<file path="config.mk">
export PLATFORM = sky130hd
export DESIGN_NAME = hsv_to_rgb_converter
export DESIGN_NICKNAME = d
export VERILOG_FILES = /design/src/rtl/hsvc_pkg.sv /design/src/rtl/hsvc_prep.sv /design/src/rtl/hsvc_mult.sv /design/src/rtl/hsvc_div.sv /design/src/rtl/hsv_to_rgb_converter.sv
export SDC_FILE = /design/constraint.sdc
export NUM_CORES = 2
export LEC_CHECK = 0
export BUFFER_PORTS_ARGS = -buffer_cell sky130_fd_sc_hd__buf_2
export CORE_MARGIN = 2
export CORE_UTILIZATION = 30
export DETAILED_ROUTE_END_ITERATION = 6
export PLACE_DENSITY = 0.51
export SYNTH_ARGS = -nofsm -noshare
export SYNTH_HDL_FRONTEND = slang
export SYNTH_SLANG_ARGS = --single-unit
export TNS_END_PERCENT = 100
</file>
<file path="constraint.sdc">
create_clock -name i_clk -period 17 [get_ports i_clk]
set_clock_uncertainty 0.05 [all_clocks]
set_input_delay 5.1 -clock i_clk [delete_from_list [all_inputs] [get_ports i_clk]]
set_output_delay 5.1 -clock i_clk [all_outputs]
set_load 0.03 [all_outputs]
</file>
<file path="src/rtl/hsvc_pkg.sv">
`default_nettype none
// ----------------------------------------------------------------------------
// hsvc_pkg: shared types and constants for the HSV to RGB converter
// Word layouts, sector codes and fixed widths used by every stage.
// ----------------------------------------------------------------------------
package hsvc_pkg;

    // Fixed field widths
    localparam int unsigned HUE_W  = 9;
    localparam int unsigned SAT_W  = 8;
    localparam int unsigned V_W    = 14;
    localparam int unsigned CHAN_W = 8;

    // Arithmetic constants
    localparam int unsigned HUE_MAX    = 359;
    localparam int unsigned SECTOR_DEG = 60;
    localparam int unsigned CHAN_MAX   = 255;
    localparam int unsigned CHAN_SPAN  = CHAN_MAX * SECTOR_DEG;   // 15300
    localparam int unsigned NUM_SECTORS = 6;

    localparam int unsigned VALUE_FULL_SCALE_DEF = 10000;

    // Coefficients are at most 15300, numerators at most 16383 * 15300
    localparam int unsigned COEF_W = 14;
    localparam int unsigned FRAC_W = 6;
    localparam int unsigned NUM_W  = V_W + COEF_W;
    localparam int unsigned Q_W    = CHAN_W;

    // Four parallel lanes, all divided by 60 * full scale
    localparam int unsigned NUM_LANES = 4;
    localparam int unsigned LANE_TOP  = 0;
    localparam int unsigned LANE_P    = 1;
    localparam int unsigned LANE_Q    = 2;
    localparam int unsigned LANE_T    = 3;

    typedef enum logic [2:0] {
        SEC_RED     = 3'd0,
        SEC_YELLOW  = 3'd1,
        SEC_GREEN   = 3'd2,
        SEC_CYAN    = 3'd3,
        SEC_BLUE    = 3'd4,
        SEC_MAGENTA = 3'd5
    } t_sector;

    typedef struct packed {
        logic [HUE_W-1:0] hue;
        logic [SAT_W-1:0] saturation;
        logic [V_W-1:0]   brightness_value;
    } t_hsv_word;

    typedef struct packed {
        logic [CHAN_W-1:0] red;
        logic [CHAN_W-1:0] green;
        logic [CHAN_W-1:0] blue;
    } t_rgb_word;

    typedef struct packed {
        t_sector           sector;
        logic [V_W-1:0]    v;
        logic [COEF_W-1:0] coef_p;
        logic [COEF_W-1:0] coef_q;
        logic [COEF_W-1:0] coef_t;
    } t_coef_word;

    typedef struct packed {
        t_sector                          sector;
        logic [NUM_LANES-1:0][NUM_W-1:0]  num;
    } t_num_word;

    typedef struct packed {
        t_sector                          sector;
        logic [NUM_LANES-1:0][Q_W-1:0]    quo;
    } t_quo_word;

endpackage
`default_nettype wire

</file>
<file path="src/rtl/hsvc_prep.sv">
`default_nettype none
// ----------------------------------------------------------------------------
// hsvc_prep: input clamp, sector split and channel coefficients
// Two register stages: clamp and sector/fraction, then the s*f products.
// ----------------------------------------------------------------------------
module hsvc_prep #(
    parameter int unsigned VALUE_FULL_SCALE = hsvc_pkg::VALUE_FULL_SCALE_DEF
) (
    input  wire                    i_clk,
    input  wire                    i_rst_n,
    input  wire                    i_valid,
    output logic                   o_ready,
    input  hsvc_pkg::t_hsv_word    i_hsv,
    output logic                   o_valid,
    input  wire                    i_ready,
    output hsvc_pkg::t_coef_word   o_coef
);
    import hsvc_pkg::*;

    localparam int unsigned V_LIM =
        (VALUE_FULL_SCALE < (2**V_W) - 1) ? VALUE_FULL_SCALE : (2**V_W) - 1;

    logic                 r_s1_vld;
    t_sector              r_s1_sec;
    logic [FRAC_W-1:0]    r_s1_frac;
    logic [SAT_W-1:0]     r_s1_sat;
    logic [V_W-1:0]       r_s1_v;
    logic                 r_s2_vld;
    t_coef_word           r_s2;

    logic                 w_en1;
    logic                 w_en2;
    logic [HUE_W-1:0]     w_hue;
    logic [HUE_W-1:0]     w_base;
    t_sector              n_s1_sec;
    logic [FRAC_W-1:0]    n_s1_frac;
    logic [V_W-1:0]       n_s1_v;
    logic [COEF_W-1:0]    w_prod_f;
    logic [COEF_W-1:0]    w_prod_g;
    t_coef_word           n_s2;

    assign w_en2   = !r_s2_vld || i_ready;
    assign w_en1   = !r_s1_vld || w_en2;
    assign o_ready = w_en1;

    // clamp, then sector by threshold compare
    always_comb begin
        w_hue = (i_hsv.hue > HUE_W'(HUE_MAX)) ? HUE_W'(HUE_MAX) : i_hsv.hue;
        n_s1_sec = SEC_RED;
        w_base   = '0;
        for (int k = 1; k < NUM_SECTORS; k++) begin
            if (w_hue >= HUE_W'(k * SECTOR_DEG)) begin
                n_s1_sec = t_sector'(3'(k));
                w_base   = HUE_W'(k * SECTOR_DEG);
            end
        end
        n_s1_frac = FRAC_W'(w_hue - w_base);
        n_s1_v    = (i_hsv.brightness_value > V_W'(V_LIM)) ? V_W'(V_LIM)
                                                           : i_hsv.brightness_value;
    end

    // coefficients scaled to a common divisor of 60 * full scale
    always_comb begin
        w_prod_f = COEF_W'({{(COEF_W-SAT_W){1'b0}}, r_s1_sat}
                           * {{(COEF_W-FRAC_W){1'b0}}, r_s1_frac});
        w_prod_g = COEF_W'({{(COEF_W-SAT_W){1'b0}}, r_s1_sat}
                           * (COEF_W'(SECTOR_DEG) - {{(COEF_W-FRAC_W){1'b0}}, r_s1_frac}));
        n_s2.sector = r_s1_sec;
        n_s2.v      = r_s1_v;
        n_s2.coef_p = COEF_W'({{(COEF_W-SAT_W){1'b0}}, SAT_W'(CHAN_MAX) - r_s1_sat}
                              * COEF_W'(SECTOR_DEG));
        n_s2.coef_q = COEF_W'(CHAN_SPAN) - w_prod_f;
        n_s2.coef_t = COEF_W'(CHAN_SPAN) - w_prod_g;
    end

    always_ff @(posedge i_clk) begin
        if (!i_rst_n) begin
            r_s1_vld <= 1'b0;
            r_s2_vld <= 1'b0;
        end else begin
            if (w_en1) begin
                r_s1_vld <= i_valid;
            end
            if (w_en2) begin
                r_s2_vld <= r_s1_vld;
            end
        end
    end

    always_ff @(posedge i_clk) begin
        if (w_en1 && i_valid) begin
            r_s1_sec  <= n_s1_sec;
            r_s1_frac <= n_s1_frac;
            r_s1_sat  <= i_hsv.saturation;
            r_s1_v    <= n_s1_v;
        end
        if (w_en2 && r_s1_vld) begin
            r_s2 <= n_s2;
        end
    end

    assign o_valid = r_s2_vld;
    assign o_coef  = r_s2;

endmodule
`default_nettype wire

</file>
<file path="src/rtl/hsvc_mult.sv">
`default_nettype none
// ----------------------------------------------------------------------------
// hsvc_mult: brightness times coefficient, four lanes
// One register stage of 14x14 multipliers.
// ----------------------------------------------------------------------------
module hsvc_mult (
    input  wire                    i_clk,
    input  wire                    i_rst_n,
    input  wire                    i_valid,
    output logic                   o_ready,
    input  hsvc_pkg::t_coef_word   i_coef,
    output logic                   o_valid,
    input  wire                    i_ready,
    output hsvc_pkg::t_num_word    o_num
);
    import hsvc_pkg::*;

    logic        r_vld;
    t_num_word   r_num;
    logic        w_en;
    t_num_word   n_num;
    logic [NUM_W-1:0] w_v;

    assign w_en    = !r_vld || i_ready;
    assign o_ready = w_en;

    always_comb begin
        w_v = NUM_W'(i_coef.v);
        n_num.sector          = i_coef.sector;
        n_num.num[LANE_TOP]   = w_v * NUM_W'(CHAN_SPAN);
        n_num.num[LANE_P]     = w_v * NUM_W'(i_coef.coef_p);
        n_num.num[LANE_Q]     = w_v * NUM_W'(i_coef.coef_q);
        n_num.num[LANE_T]     = w_v * NUM_W'(i_coef.coef_t);
    end

    always_ff @(posedge i_clk) begin
        if (!i_rst_n) begin
            r_vld <= 1'b0;
        end else if (w_en) begin
            r_vld <= i_valid;
        end
    end

    always_ff @(posedge i_clk) begin
        if (w_en && i_valid) begin
            r_num <= n_num;
        end
    end

    assign o_valid = r_vld;
    assign o_num   = r_num;

endmodule
`default_nettype wire

</file>
<file path="src/rtl/hsvc_div.sv">
`default_nettype none
// ----------------------------------------------------------------------------
// hsvc_div: pipelined restoring divider by 60 * full scale
// One quotient bit per stage, MSB first, four lanes side by side.
// ----------------------------------------------------------------------------
module hsvc_div #(
    parameter int unsigned VALUE_FULL_SCALE = hsvc_pkg::VALUE_FULL_SCALE_DEF
) (
    input  wire                    i_clk,
    input  wire                    i_rst_n,
    input  wire                    i_valid,
    output logic                   o_ready,
    input  hsvc_pkg::t_num_word    i_num,
    output logic                   o_valid,
    input  wire                    i_ready,
    output hsvc_pkg::t_quo_word    o_quo
);
    import hsvc_pkg::*;

    localparam int unsigned DEN   = SECTOR_DEG * VALUE_FULL_SCALE;
    localparam int unsigned DEN_W = $clog2(DEN + 1);
    localparam int unsigned CMP_W = (NUM_W > DEN_W + Q_W) ? NUM_W : DEN_W + Q_W;

    logic [Q_W-1:0]                          r_vld;
    t_sector                                 r_sec [Q_W];
    logic [NUM_LANES-1:0][CMP_W-1:0]         r_rem [Q_W];
    logic [NUM_LANES-1:0][Q_W-1:0]           r_quo [Q_W];

    logic [Q_W-1:0]                          w_en;
    logic [Q_W-1:0]                          w_in_vld;
    t_sector                                 w_in_sec [Q_W];
    logic [NUM_LANES-1:0][CMP_W-1:0]         w_in_rem [Q_W];
    logic [NUM_LANES-1:0][Q_W-1:0]           w_in_quo [Q_W];

    for (genvar k = 0; k < Q_W; k++) begin : g_stage
        localparam int unsigned BIT = Q_W - 1 - k;
        localparam logic [CMP_W-1:0] TRIAL = CMP_W'(DEN) << BIT;

        logic [NUM_LANES-1:0][CMP_W-1:0] n_rem;
        logic [NUM_LANES-1:0][Q_W-1:0]   n_quo;

        if (k == 0) begin : g_head
            always_comb begin
                w_in_vld[k] = i_valid;
                w_in_sec[k] = i_num.sector;
                for (int l = 0; l < NUM_LANES; l++) begin
                    w_in_rem[k][l] = CMP_W'(i_num.num[l]);
                    w_in_quo[k][l] = '0;
                end
            end
        end else begin : g_link
            always_comb begin
                w_in_vld[k] = r_vld[k-1];
                w_in_sec[k] = r_sec[k-1];
                w_in_rem[k] = r_rem[k-1];
                w_in_quo[k] = r_quo[k-1];
            end
        end

        if (k == Q_W - 1) begin : g_tail
            assign w_en[k] = !r_vld[k] || i_ready;
        end else begin : g_mid
            assign w_en[k] = !r_vld[k] || w_en[k+1];
        end

        always_comb begin
            for (int l = 0; l < NUM_LANES; l++) begin
                if (w_in_rem[k][l] >= TRIAL) begin
                    n_rem[l] = w_in_rem[k][l] - TRIAL;
                    n_quo[l] = w_in_quo[k][l] | (Q_W'(1) << BIT);
                end else begin
                    n_rem[l] = w_in_rem[k][l];
                    n_quo[l] = w_in_quo[k][l];
                end
            end
        end

        always_ff @(posedge i_clk) begin
            if (!i_rst_n) begin
                r_vld[k] <= 1'b0;
            end else if (w_en[k]) begin
                r_vld[k] <= w_in_vld[k];
            end
        end

        always_ff @(posedge i_clk) begin
            if (w_en[k] && w_in_vld[k]) begin
                r_sec[k] <= w_in_sec[k];
                r_rem[k] <= n_rem;
                r_quo[k] <= n_quo;
            end
        end
    end

    assign o_ready      = w_en[0];
    assign o_valid      = r_vld[Q_W-1];
    assign o_quo.sector = r_sec[Q_W-1];
    assign o_quo.quo    = r_quo[Q_W-1];

endmodule
`default_nettype wire

</file>
<file path="src/rtl/hsv_to_rgb_converter.sv">
`default_nettype none
// ----------------------------------------------------------------------------
// hsv_to_rgb_converter: pipelined HSV to 8-bit RGB colour conversion
//
// Input channel: i_valid / o_ready carrying i_hsv (hue, saturation,
// brightness_value). Hue above 359 is taken as 359; brightness above
// VALUE_FULL_SCALE is taken as full scale. Output channel: o_valid /
// i_ready carrying o_rgb (red, green, blue). One output word per input word,
// in order.
// From acceptance to o_valid a word passes two prep stages (clamp
// and sector split, then s*f coefficients), one multiply stage, eight
// divider stages producing one quotient bit each, and the output register.
// Throughput is one word per cycle while i_ready allows; no loop feeds back,
// so the divider depth sets latency only.
// Every stage has its own valid bit and load enable, so bubbles close up
// while the receiver stalls and o_ready stays high until every stage holds
// a word. Synchronous active-low reset clears all valid bits; data registers
// are not reset. Zero saturation needs no special path: p, q and t all come
// out equal to top.
// ----------------------------------------------------------------------------
module hsv_to_rgb_converter #(
    parameter int unsigned VALUE_FULL_SCALE = hsvc_pkg::VALUE_FULL_SCALE_DEF
) (
    input  wire                    i_clk,
    input  wire                    i_rst_n,
    input  wire                    i_valid,
    output logic                   o_ready,
    input  hsvc_pkg::t_hsv_word    i_hsv,
    output logic                   o_valid,
    input  wire                    i_ready,
    output hsvc_pkg::t_rgb_word    o_rgb
);
    import hsvc_pkg::*;

    logic        w_prep_vld;
    logic        w_prep_rdy;
    t_coef_word  w_coef;
    logic        w_mult_vld;
    logic        w_mult_rdy;
    t_num_word   w_num;
    logic        w_div_vld;
    logic        w_div_rdy;
    t_quo_word   w_quo;

    logic        r_out_vld;
    t_rgb_word   r_out;
    t_rgb_word   n_out;
    logic        w_out_en;

    hsvc_prep #(
        .VALUE_FULL_SCALE (VALUE_FULL_SCALE)
    ) u_prep (
        .i_clk   (i_clk),
        .i_rst_n (i_rst_n),
        .i_valid (i_valid),
        .o_ready (o_ready),
        .i_hsv   (i_hsv),
        .o_valid (w_prep_vld),
        .i_ready (w_prep_rdy),
        .o_coef  (w_coef)
    );

    hsvc_mult u_mult (
        .i_clk   (i_clk),
        .i_rst_n (i_rst_n),
        .i_valid (w_prep_vld),
        .o_ready (w_prep_rdy),
        .i_coef  (w_coef),
        .o_valid (w_mult_vld),
        .i_ready (w_mult_rdy),
        .o_num   (w_num)
    );

    hsvc_div #(
        .VALUE_FULL_SCALE (VALUE_FULL_SCALE)
    ) u_div (
        .i_clk   (i_clk),
        .i_rst_n (i_rst_n),
        .i_valid (w_mult_vld),
        .o_ready (w_mult_rdy),
        .i_num   (w_num),
        .o_valid (w_div_vld),
        .i_ready (w_div_rdy),
        .o_quo   (w_quo)
    );

    assign w_out_en  = !r_out_vld || i_ready;
    assign w_div_rdy = w_out_en;

    // sector picks the channel order
    always_comb begin
        case (w_quo.sector)
            SEC_RED: begin
                n_out.red   = w_quo.quo[LANE_TOP];
                n_out.green = w_quo.quo[LANE_T];
                n_out.blue  = w_quo.quo[LANE_P];
            end
            SEC_YELLOW: begin
                n_out.red   = w_quo.quo[LANE_Q];
                n_out.green = w_quo.quo[LANE_TOP];
                n_out.blue  = w_quo.quo[LANE_P];
            end
            SEC_GREEN: begin
                n_out.red   = w_quo.quo[LANE_P];
                n_out.green = w_quo.quo[LANE_TOP];
                n_out.blue  = w_quo.quo[LANE_T];
            end
            SEC_CYAN: begin
                n_out.red   = w_quo.quo[LANE_P];
                n_out.green = w_quo.quo[LANE_Q];
                n_out.blue  = w_quo.quo[LANE_TOP];
            end
            SEC_BLUE: begin
                n_out.red   = w_quo.quo[LANE_T];
                n_out.green = w_quo.quo[LANE_P];
                n_out.blue  = w_quo.quo[LANE_TOP];
            end
            default: begin
                n_out.red   = w_quo.quo[LANE_TOP];
                n_out.green = w_quo.quo[LANE_P];
                n_out.blue  = w_quo.quo[LANE_Q];
            end
        endcase
    end

    always_ff @(posedge i_clk) begin
        if (!i_rst_n) begin
            r_out_vld <= 1'b0;
        end else if (w_out_en) begin
            r_out_vld <= w_div_vld;
        end
    end

    always_ff @(posedge i_clk) begin
        if (w_out_en && w_div_vld) begin
            r_out <= n_out;
        end
    end

    assign o_valid = r_out_vld;
    assign o_rgb   = r_out;

endmodule
`default_nettype wire

</file>
==> results.sh <==
export IMPL_final_hold_viol_count=0
export IMPL_drive_gt1_frac=0.05391
export IMPL_synthesis_nets=7142
export IMPL_status="complete, no violations"
export IMPL_min_period_ns=13.05
export IMPL_antenna_found_initial=2
export IMPL_grt_overflow_total=0
export IMPL_vias=41727
export IMPL_routed_via_density=4.413
export IMPL_synth_area_per_cell_um2=11.81
export IMPL_htreeDepth=3
export IMPL_yosysTopAreaCell="edfxtp_1"
export IMPL_ctsLongestPathBuffers=3
export IMPL_firstDrtPassIters=6
export IMPL_placed_cell_area_um2=76340
export IMPL_maxSlewHeadroom=0.2087
export IMPL_async_flop_share=0
export IMPL_critical_path_class="input pin to output port"
export IMPL_dp_cells=9239
export IMPL_fmax_mhz=76.61
export IMPL_ios=61
export IMPL_clock_latency_ns=0.75
export IMPL_startpoint_type="input pin"
export IMPL_fin_area_um2=80230
export IMPL_fillers=23959
export IMPL_hold_ws_ns=0.3077
export IMPL_cts_setup_buffers=0
export IMPL_cts_sinks=1131
export IMPL_grt_setup_unrepaired="false"
export IMPL_synth_seq_cells=1131
export IMPL_start_util=0.3010
export IMPL_rows=180
export IMPL_dieHeight_um=494.8
export IMPL_cap_violations=0
export IMPL_multiInputGateArea_um2=35020
export IMPL_arrival_ns=7.90
export IMPL_gr_usage_all_layers=0.1087
export IMPL_numCtsBuffers=121
export IMPL_min_period_over_period=0.7678
export IMPL_drv_slew=0
export IMPL_fin_setup_tns_ns=0
export IMPL_clkTransAtPathRegs_ns=0.06
export IMPL_synthDistinctLibCells=80
export IMPL_regArea_um2=33840
export IMPL_setup_viol=0
export IMPL_synth_top_area_share=0.4649
export IMPL_place_hpwl_um=97600
export IMPL_synthesis_area_um2=72270
export IMPL_grt_start_max_net_pins=89
export IMPL_grt_pass1_vias=43240
export IMPL_crit_fanout=8
export IMPL_yosysWarnings=0
export IMPL_die_x_um=494.8
export IMPL_postCtsHoldBufs=0
export IMPL_cp_data_required_time_ns=11.85
export IMPL_hp_class="flop to flop"
export IMPL_reg2reg_slack_ns=10.20
export IMPL_syn_instance_count=6119
export IMPL_cts_tree="yes"
export IMPL_drt_initial_drc_count=1802
export IMPL_antenna_left=0
export IMPL_drc=0
export IMPL_wirelength_um=130800
export IMPL_synth_edf_count=1119
export IMPL_grt_pass1_wl_um=220600
export IMPL_tightest_slew_ns=1.182
export IMPL_synth_area_top_cells="edfxtp_1, fa_1, ha_1, xnor2_1, nand2_1"
export IMPL_portBuffers=60
export IMPL_core_area_um2=240100
export IMPL_synth_seq_area_share=0.4683
export IMPL_post_cts_resized=0
export IMPL_wl_per_cell_um=13.83
export IMPL_end_kind="output port"
export IMPL_root_buffer="clkbuf_16"
export IMPL_fin_nets=7200
export IMPL_routabilityCongestion=0.7857
export IMPL_area_delta_synth_final_pct=11.01
export IMPL_final_cells=9456
export IMPL_dieArea_um2=244900
export IMPL_ys_dominant_reg_cell="edfxtp_1"
cell type report:
class                           count  area share
Sequential cell                  1131      0.4218
Clock inverter                     73    0.009420
Antenna cell                        1  0.00003119
Timing Repair Buffer               97    0.007205
Inverter                          775     0.03626
Multi-Input combinational cell   4051      0.4365
Clock buffer                      143     0.03904
Tap cell                         3185     0.04967
Yosys cell counts (66+ instances only):
cell	number
clkbuf_1	153
nor2_1	263
a21oi_1	152
nand4_1	67
nor3_1	73
ha_1	438
xnor2_1	385
nand2_1	756
xor2_1	160
fa_1	550
nand3_1	66
edfxtp_1	1119
and2_1	332
o21ai_0	91
inv_1	753
cells by family (layout without fill, tap and decap cells):
| group | after synthesis | after routing | share of synthesized area |
|---|---|---|---|
| AO/OA/AOI/OAI | 625 | 625 | 0.05765 |
| XOR/XNOR | 545 | 545 | 0.06605 |
| adder cells (fa/ha/maj) | 989 | 989 | 0.2283 |
| buffers and inverters | 937 | 1088 | 0.04877 |
| flip-flops | 1131 | 1131 | 0.4683 |
| multiplexers | 53 | 53 | 0.007790 |
| other | 0 | 1 | 0 |
| AND/OR/NAND/NOR | 1839 | 1839 | 0.1232 |
per-layer routing:
| layer | track usage | vias up | wire (µm) |
|---|---|---|---|
| li1 | - | 20805 | - |
| met1 | 0.1496 | 20186 | 63800 |
| met2 | 0.1769 | 544 | 59230 |
| met3 | 0.01820 | 190 | 4878 |
| met4 | 0.02853 | 2 | 2864 |
| met5 | 0 | - | 13 |
stage by stage:
step / utilization / setup WS [ns]
after floorplan: - / 1.042
after global placement: 0.3180 / 3.911
after detailed placement: 0.3180 / 3.857
after CTS: 0.3342 / 3.827
after global routing: 0.3342 / 3.718
final: 0.3342 / 3.947
worst paths after layout:
check	start	cells past startpoint	to
min	u_mult.o_num[60]	0	u_div.r_rem[0][60]
min reg2reg	u_mult.o_num[60]	0	u_div.r_rem[0][60]
max	i_ready	8	o_ready
max reg2reg	u_prep.o_coef[47]	24	u_mult.o_num[110]
flip-flops by register name (all words and copies together) (netlist names):
| signal | cells |
|---|---|
| u_div.r_sec | 24 |
| u_mult.o_valid | 1 |
| u_prep.r_s1_frac | 6 |
| u_prep.o_coef | 56 |
| u_prep.r_s1_sec | 3 |
| o_rgb | 24 |
| u_prep.r_s1_sat | 8 |
| u_mult.o_num | 110 |
| o_valid | 1 |
| u_prep.r_s1_vld | 1 |
| u_div.o_valid | 1 |
| u_prep.r_s1_v | 14 |
| u_div.r_vld | 7 |
| u_div.r_quo | 144 |
| u_prep.o_valid | 1 |
| u_div.r_rem | 730 |
cells in the final DEF (no fill, tap or decap), drive strengths merged, types with 154 or more instances in the layout:
cell,synthesis,routed
a21oi,154,154
and2,332,332
edfxtp,1119,1119
fa,550,550
ha,438,438
inv,774,779
nand2,756,756
nor2,263,263
xnor2,385,385
xor2,160,160
critical path, stage by stage:
cell and delay [ns]:
buf_2 0.11, nor2b_1 0.38, and3_1 0.43, and3_1 0.37, and2_1 0.50, and3_1 0.50
nand3_1 0.25, buf_2 0.25
Power is not shown: default switching activity piles up to over one toggle a cycle in this logic, so the estimate is an artifact.
